--- config.mk ---
export PLATFORM = sky130hd
export DESIGN_NAME = gte_mulq
export DESIGN_NICKNAME = d
export VERILOG_FILES = /design/src/hdl/gte_pkg.sv /design/src/hdl/gte_mulq.sv
export SDC_FILE = /design/constraint.sdc
export NUM_CORES = 2
export LEC_CHECK = 0
export BUFFER_PORTS_ARGS = -buffer_cell sky130_fd_sc_hd__buf_4
export CAP_MARGIN = 10
export CORE_MARGIN = 5
export CORE_UTILIZATION = 46
export CTS_BUF_LIST = sky130_fd_sc_hd__clkbuf_8 sky130_fd_sc_hd__clkbuf_16
export CTS_CLUSTER_SIZE = 8
export DETAILED_ROUTE_END_ITERATION = 10
export GPL_TIMING_DRIVEN = 0
export PLACE_DENSITY = 0.63
export SKIP_LAST_GASP = 1
export SYNTH_ARGS = -nofsm -noshare
export SYNTH_HDL_FRONTEND = slang
export SYNTH_SLANG_ARGS = --single-unit
--- constraint.sdc ---
create_clock -name clk -period 13.85 [get_ports clk]
set_input_delay 0.6925 -clock clk [delete_from_list [all_inputs] [get_ports clk]]
set_output_delay 0.6925 -clock clk [all_outputs]
set_load 0.05 [all_outputs]
--- src/hdl/gte_pkg.sv ---
// Shared constants, tables and types for the geodetic to local ENU converter.
`default_nettype none
package gte_pkg;

  localparam int ANGLE_FRAC_BITS = 23;
  localparam int POS_FRAC_BITS   = 8;

  localparam int Q_BITS    = 30;
  localparam int ROT_STEPS = 30;

  localparam logic signed [33:0] GAIN_Q30  = 34'sd652032874;
  localparam logic signed [31:0] E2_Q30    = 32'sd7188036;
  localparam logic signed [32:0] ONE_Q30   = 33'sd1073741824;
  localparam logic signed [32:0] THREE_Q30 = 33'sd3221225472;
  localparam logic [22:0]        SEMI_MAJOR_M = 23'd6378137;

  // floor(x/45) = (x * MUL) >> SHIFT, exact over the ranges used
  localparam logic [31:0] DIV45_MUL      = 32'd3054198967;
  localparam int          DIV45_SHIFT    = 37;
  localparam logic [18:0] DIV45_MUL_LO   = 19'd372828;
  localparam int          DIV45_SHIFT_LO = 24;

  // input register of the ECEF unit to its outputs
  localparam int ECEF_LAT = 74;

  localparam logic [1:0] REG_REF_LAT = 2'd0;
  localparam logic [1:0] REG_REF_LON = 2'd1;
  localparam logic [1:0] REG_REF_ALT = 2'd2;
  localparam logic [1:0] REG_REF_SET = 2'd3;

  typedef struct packed {
    logic signed [31:0] sin_lat;
    logic signed [31:0] cos_lat;
    logic signed [31:0] sin_lon;
    logic signed [31:0] cos_lon;
  } trig_t;

  // arctan(2^-i) in binary-angle units
  function automatic logic [31:0] atan_bam(input int i);
    logic [31:0] v;
    case (i)
      0: v = 32'd536870912;
      1: v = 32'd316933406;
      2: v = 32'd167458907;
      3: v = 32'd85004756;
      4: v = 32'd42667331;
      5: v = 32'd21354465;
      6: v = 32'd10679838;
      7: v = 32'd5340245;
      8: v = 32'd2670163;
      9: v = 32'd1335087;
      10: v = 32'd667544;
      11: v = 32'd333772;
      12: v = 32'd166886;
      13: v = 32'd83443;
      14: v = 32'd41722;
      15: v = 32'd20861;
      16: v = 32'd10430;
      17: v = 32'd5215;
      18: v = 32'd2608;
      19: v = 32'd1304;
      20: v = 32'd652;
      21: v = 32'd326;
      22: v = 32'd163;
      23: v = 32'd81;
      24: v = 32'd41;
      25: v = 32'd20;
      26: v = 32'd10;
      27: v = 32'd5;
      28: v = 32'd3;
      29: v = 32'd1;
      default: v = 32'd0;
    endcase
    return v;
  endfunction

endpackage
`default_nettype wire

--- src/hdl/gte_mulq.sv ---
// Three-stage signed multiplier, product shifted right by 30 and truncated toward zero.
`default_nettype none
module gte_mulq #(
  parameter int AW = 32,
  parameter int BW = 32,
  parameter int OW = 32
) (
  input  wire logic                 clk,
  input  wire logic signed [AW-1:0] a,
  input  wire logic signed [BW-1:0] b,
  output logic signed      [OW-1:0] p
);

  localparam int MW = AW + BW - gte_pkg::Q_BITS;

  logic [AW-1:0]     ua;
  logic [BW-1:0]     ub;
  logic              neg1;
  logic [AW+BW-1:0]  prod;
  logic [MW-1:0]     mag;
  logic              neg2;
  logic signed [MW:0] smag;

  always_ff @(posedge clk) begin
    ua   <= a[AW-1] ? AW'(-a) : AW'(a);
    ub   <= b[BW-1] ? BW'(-b) : BW'(b);
    neg1 <= a[AW-1] ^ b[BW-1];
  end

  assign prod = (AW+BW)'(ua) * (AW+BW)'(ub);

  always_ff @(posedge clk) begin
    mag  <= prod[AW+BW-1:gte_pkg::Q_BITS];
    neg2 <= neg1;
  end

  assign smag = signed'({1'b0, mag});

  always_ff @(posedge clk) begin
    p <= neg2 ? OW'(-smag) : OW'(smag);
  end

endmodule
`default_nettype wire

# == Word-level counts from Yosys, hierarchy flattened ==
# Index checks and enable logic that the tools add are counted.
# op_classes
n_addsub,3
mul,1
n_mux,3
bitwise,1
# ops
cell,count
32-bit negation,3
32-bit by 32-bit multiplier with 62-bit output,1
31-bit 2-to-1 mux,2
32-bit 2-to-1 mux,1
1-bit bitwise XOR,1
# totals
regBits,130
inputBits,65
out_inout_bits,32

# == Logic depth before layout (Yosys ltp) ==
# logic_depth
depth_word,2
depth_mapped,27
ltp_nobuf,26

# == Worst setup path before layout ==
# Ideal clock, no wire load.
# synth_path
path_type,register to register
from,register ua[31]
to,register mag[31]
setup_time_ns,0.128
t_arrival_ns,6.925
t_required_ns,13.722
slack_ns,6.797
path_stages_with_launch,24
path_buffers,2
path_cell_list,dfxtp_1 clkbuf_1 nand2_1 fa_1 inv_1 fa_1 fa_1 inv_1 fa_1 inv_1 fa_1 fa_1 fa_1 fa_1 ha_1 clkbuf_1 a21o_1 o21bai_1 a2111oi_0 nor3_1 a221o_1 a221oi_1 and2_1 o211ai_1
# synth_via
elab_chain_cells,1
# synth_lines
element,line_no,text
from (decl),gte_mulq.sv:16,logic [AW-1:0] ua;
from (signal assigned),gte_mulq.sv:25,ua <= a[AW-1] ? AW'(-a) : AW'(a);
32-bit by 32-bit multiplier with 62-bit output,gte_mulq.sv:30,assign prod = (AW+BW)'(ua) * (AW+BW)'(ub);
via prod[61],gte_mulq.sv:19,logic [AW+BW-1:0] prod;
to (signal assigned),gte_mulq.sv:33,mag <= prod[AW+BW-1:gte_pkg::Q_BITS];
to (decl),gte_mulq.sv:20,logic [MW-1:0] mag;
# The timed path passes the listed nets, and every way through them passes these cells.
# A chain may end at the register's enable or synchronous reset.

# == Final worst setup path ==
# layout_path
from,register ub[9]
to,register mag[27]
# layout_via
elab_chain_cells,1
# layout_lines
element,line_no,text
from (decl),gte_mulq.sv:17,logic [BW-1:0] ub;
from (signal assigned),gte_mulq.sv:26,ub <= b[BW-1] ? BW'(-b) : BW'(b);
32-bit by 32-bit multiplier with 62-bit output,gte_mulq.sv:30,
via prod[57],gte_mulq.sv:19,
# The timed path passes the listed nets, and every way through them passes these cells.

==> metrics.md <==
| Metric | Value |
|---|---|
| Status | completed |
| Die Ht | 295.2 um |
| Slew margin rel. | 0.1738 |
| Core Box Area | 80550 um^2 |
| First-iteration detailed-routing DRC count | 2879 |
| CTS max path bufs | 2 |
| Vias in the first global route | 29930 |
| Distinct cells, synth | 59 |
| Reg-to-reg slack, setup | 4.90 ns |
| Crit-path max FO | 10 |
| Setup Skew | 0.02137 ns |
| Reg-to-Reg Start | ub[9] |
| Net Count, Synth | 5288 |
| Synth Area in Compound Gates | 0.04819 |
| Synth Area in XOR/XNOR | 0.02809 |
| GRT Util Overall | 0.3229 |
| Ranking of synthesized cells by area | fa_1 (48%), and2_1 (10%), inv_1 (9.0%) |
| Mapped Cells | 4081 |
| H-tree Lvls | 4 |
| Mapped Area | 37420 um^2 |
| Avg Synthesized Cell Area | 9.168 um^2 |
| Post-synth EDFFs | 0 |
| Die Area | 87140 um^2 |
| Tightest Pin Transition | 1.239 ns |
| HPWL after DPL | 115000 um |
| Setup WS post-layout | 4.895 ns |
| FF-to-FF path depth | 23 |
| ANT nets after route | 0 |
| Via Count | 29690 |
| Number of port buffers | 96 |
| Final setup TNS | 0 ns |
| Wire length on met3 | 15250 um |
| WS Path Type | flop to flop |
| Initial Util | 0.4645 |
| Hold_sp | neg1 |
| Post-layout min period | 8.955 ns |
| Min-Delay Endpoint | neg2 |
| Multi-input logic area | 30600 um^2 |
| Mux cell area share after synthesis | 0.001070 |
| Clock transition at path regs | 0.06 ns |
| Required time worst endpoint | 14.21 ns |
| Post-CTS Hold Buffers | 0 |
| Post-synth top area cell | fa_1 |
| DRT Wirelength | 139400 um |
| DRC errors left | 0 |
| Final period util | 0.6465 |
| Total I/O pin count | 97 |
| Vias per cell | 5.630 |
| CTS tree | built |
| # Max-Cap Violations | 0 |
| Per-cell routed wire length | 26.43 um |
| Met2 wire len | 59490 um |
| Clk_lat worst skew | 0.49 ns |
| Crit. End Element | flop |
| Reg area | 2603 um^2 |
| Final core utilization | 0.4975 |
| Share of layout cells above drive strength 1 | 0.03326 |
| Area Growth Syn to Fin | 7.109% |
| Antenna violations before repair | 18 |
| Hold Violations, Final | 0 |
| CTS resizes | 0 |
| Pin count of the biggest net entering global routing | 17 |
| Top sig layer | met5 |
| Ys flop type | dfxtp_1 |
| Postcts setup bufs | 0 |
| Fill count | 7697 |
| RSZ-0062 raised after global routing | false |
| Main combinational cell family by area after synthesis | adder cells |
| Yosys warnings | 0 |
| Flop and latch count out of synthesis | 130 |
| Router iterations before antenna repair | 6 |
| CTS buffer count | 17 |
| First-pass GRT wire length | 200700 um |
| Row count | 104 |
| Clock Sink Count | 130 |
| R2R Path End | mag[27] |
| Final setup vio count | 0 |
| Clock root buffer | clkbuf_16 |
| Die Width | 295.2 um |
| GP Congestion | 1.071 |
| Achievable Freq | 0.1117 GHz |
| Post-synth top area share | 0.4783 |
| Post-Place Setup Slack | 5.073 ns |
| Ys async rst share | 0 |
| Arrival time at the worst endpoint | 9.32 ns |
| Fin nets | 5403 |
| Hold crit path type | flop to flop |
| Sequential element share of the synthesized area | 0.06956 |
| Met1 WL | 50020 um |
| Crit start category | flop |
| Simple-gate portion of the synthesized area | 0.1792 |
| Post-Synth Adder-Cell Area | 0.5613 |
| Hold path cells | 0 |
| Total gr overflow | 0 |
| Final Max Slew Viols | 0 |
==> cell usage in the layout (no fill, tap or decap), types with 4 or more instances in the layout <==
master and count:
inv_1 901, fa_1 894, and2_1 605, nand2_1 504, ha_1 248, clkbuf_1 221
dfxtp_1 130, xnor2_1 113, buf_4 96, a21oi_1 73, o21ai_0 65, nor2_1 33
o31ai_1 30, a21o_1 28, nand3_1 25, nor3_1 22, nand4_1 17, clkbuf_16 17
or4_1 15, and3_1 14, o41ai_1 12, o21a_1 11, or3_1 10, o211ai_1 9
nor4_1 9, xor2_1 7, o21bai_1 6, and4_1 6, a211oi_1 6, inv_6 6
nand2b_1 5, a31oi_1 5, diode_2 4, mux2i_1 4
==> routing by layer <==
metal / track usage / up-vias
li1: - / 12280
met1: 0.4092 / 15120
met2: 0.4773 / 1788
met3: 0.07595 / 501
met4: 0.2532 / 6
met5: 0 / -
==> kinds of logic (layout without fill, tap and decap cells) <==
kind of cell,after synthesis,in the layout
AO/OA/AOI/OAI,278,278
XOR/XNOR,120,120
adder cells (fa/ha/maj),1142,1142
buffers and inverters,1123,1251
flip-flops,130,130
multiplexers,4,4
other,0,4
AND/OR/NAND/NOR,1284,1284
==> state kept, by name (all words and copies together), names as in the netlist <==
name	count
ua	32
p	32
neg2	1
neg1	1
mag	32
ub	32
==> layout make-up <==
type / count / area share
multi-input combinational: 2828 / 0.7635
inverter: 901 / 0.08439
sequential: 130 / 0.06494
tap: 1060 / 0.03309
buffer: 222 / 0.02079
timing repair buffer: 96 / 0.01798
clock buffer: 18 / 0.01096
clock inverter: 14 / 0.004090
antenna: 4 / 0.0002498
==> cells in the mapped netlist (7+ instances only) <==
| library cell | number |
|---|---|
| o211ai_1 | 9 |
| ha_1 | 248 |
| o31ai_1 | 30 |
| xnor2_1 | 113 |
| nand3_1 | 25 |
| and2_1 | 605 |
| a21o_1 | 28 |
| dfxtp_1 | 130 |
| xor2_1 | 7 |
| o41ai_1 | 12 |
| inv_1 | 901 |
| clkbuf_1 | 221 |
| o21a_1 | 11 |
| and3_1 | 14 |
| nand4_1 | 17 |
| a21oi_1 | 73 |
| fa_1 | 894 |
| or3_1 | 10 |
| or4_1 | 15 |
| nand2_1 | 504 |
| o21ai_0 | 65 |
| nor3_1 | 22 |
| nor4_1 | 9 |
| nor2_1 | 33 |
==> stage by stage <==
step	hold WS (ns)	area, um^2	instances
2_1_floorplan	0.3096	37420	4081
4_1_cts	0.3149	40070	5269
5_1_grt	0.3217	40070	5269
3_3_place_gp	0.3197	39460	5237
6_report	0.3282	40080	5273
3_5_place_dp	0.3151	39460	5237
==> worst max path at each step <==
stage	startpoint	endpoint	slack [ns]	cells past startpoint
floorplan	ua[31]	mag[31]	6.80	23
global placement	ub[9]	mag[27]	5.11	23
detailed placement	ub[9]	mag[27]	5.07	23
CTS	ub[9]	mag[27]	5.05	23
global route	ub[9]	mag[27]	4.73	23
finish	ub[9]	mag[27]	4.90	23
==> critical path, stage by stage (launching register included) <==
cell       delay [ns]
dfxtp_1          0.68
clkbuf_1         0.91
and2_1           0.27
fa_1             0.47
fa_1             0.55
inv_1            0.05
fa_1             0.58
fa_1             0.54
inv_1            0.05
fa_1             0.56
fa_1             0.43
fa_1             0.49
inv_1            0.04
fa_1             0.47
inv_1            0.04
ha_1             0.38
a21oi_1          0.29
o21bai_1         0.13
a2111oi_0        0.47
nor3_1           0.18
a221o_1          0.40
a221oi_1         0.36
a21boi_0         0.15
a311oi_1         0.33
Power is not shown: default switching activity piles up to over one toggle a cycle in this logic, so the estimate is an artifact.
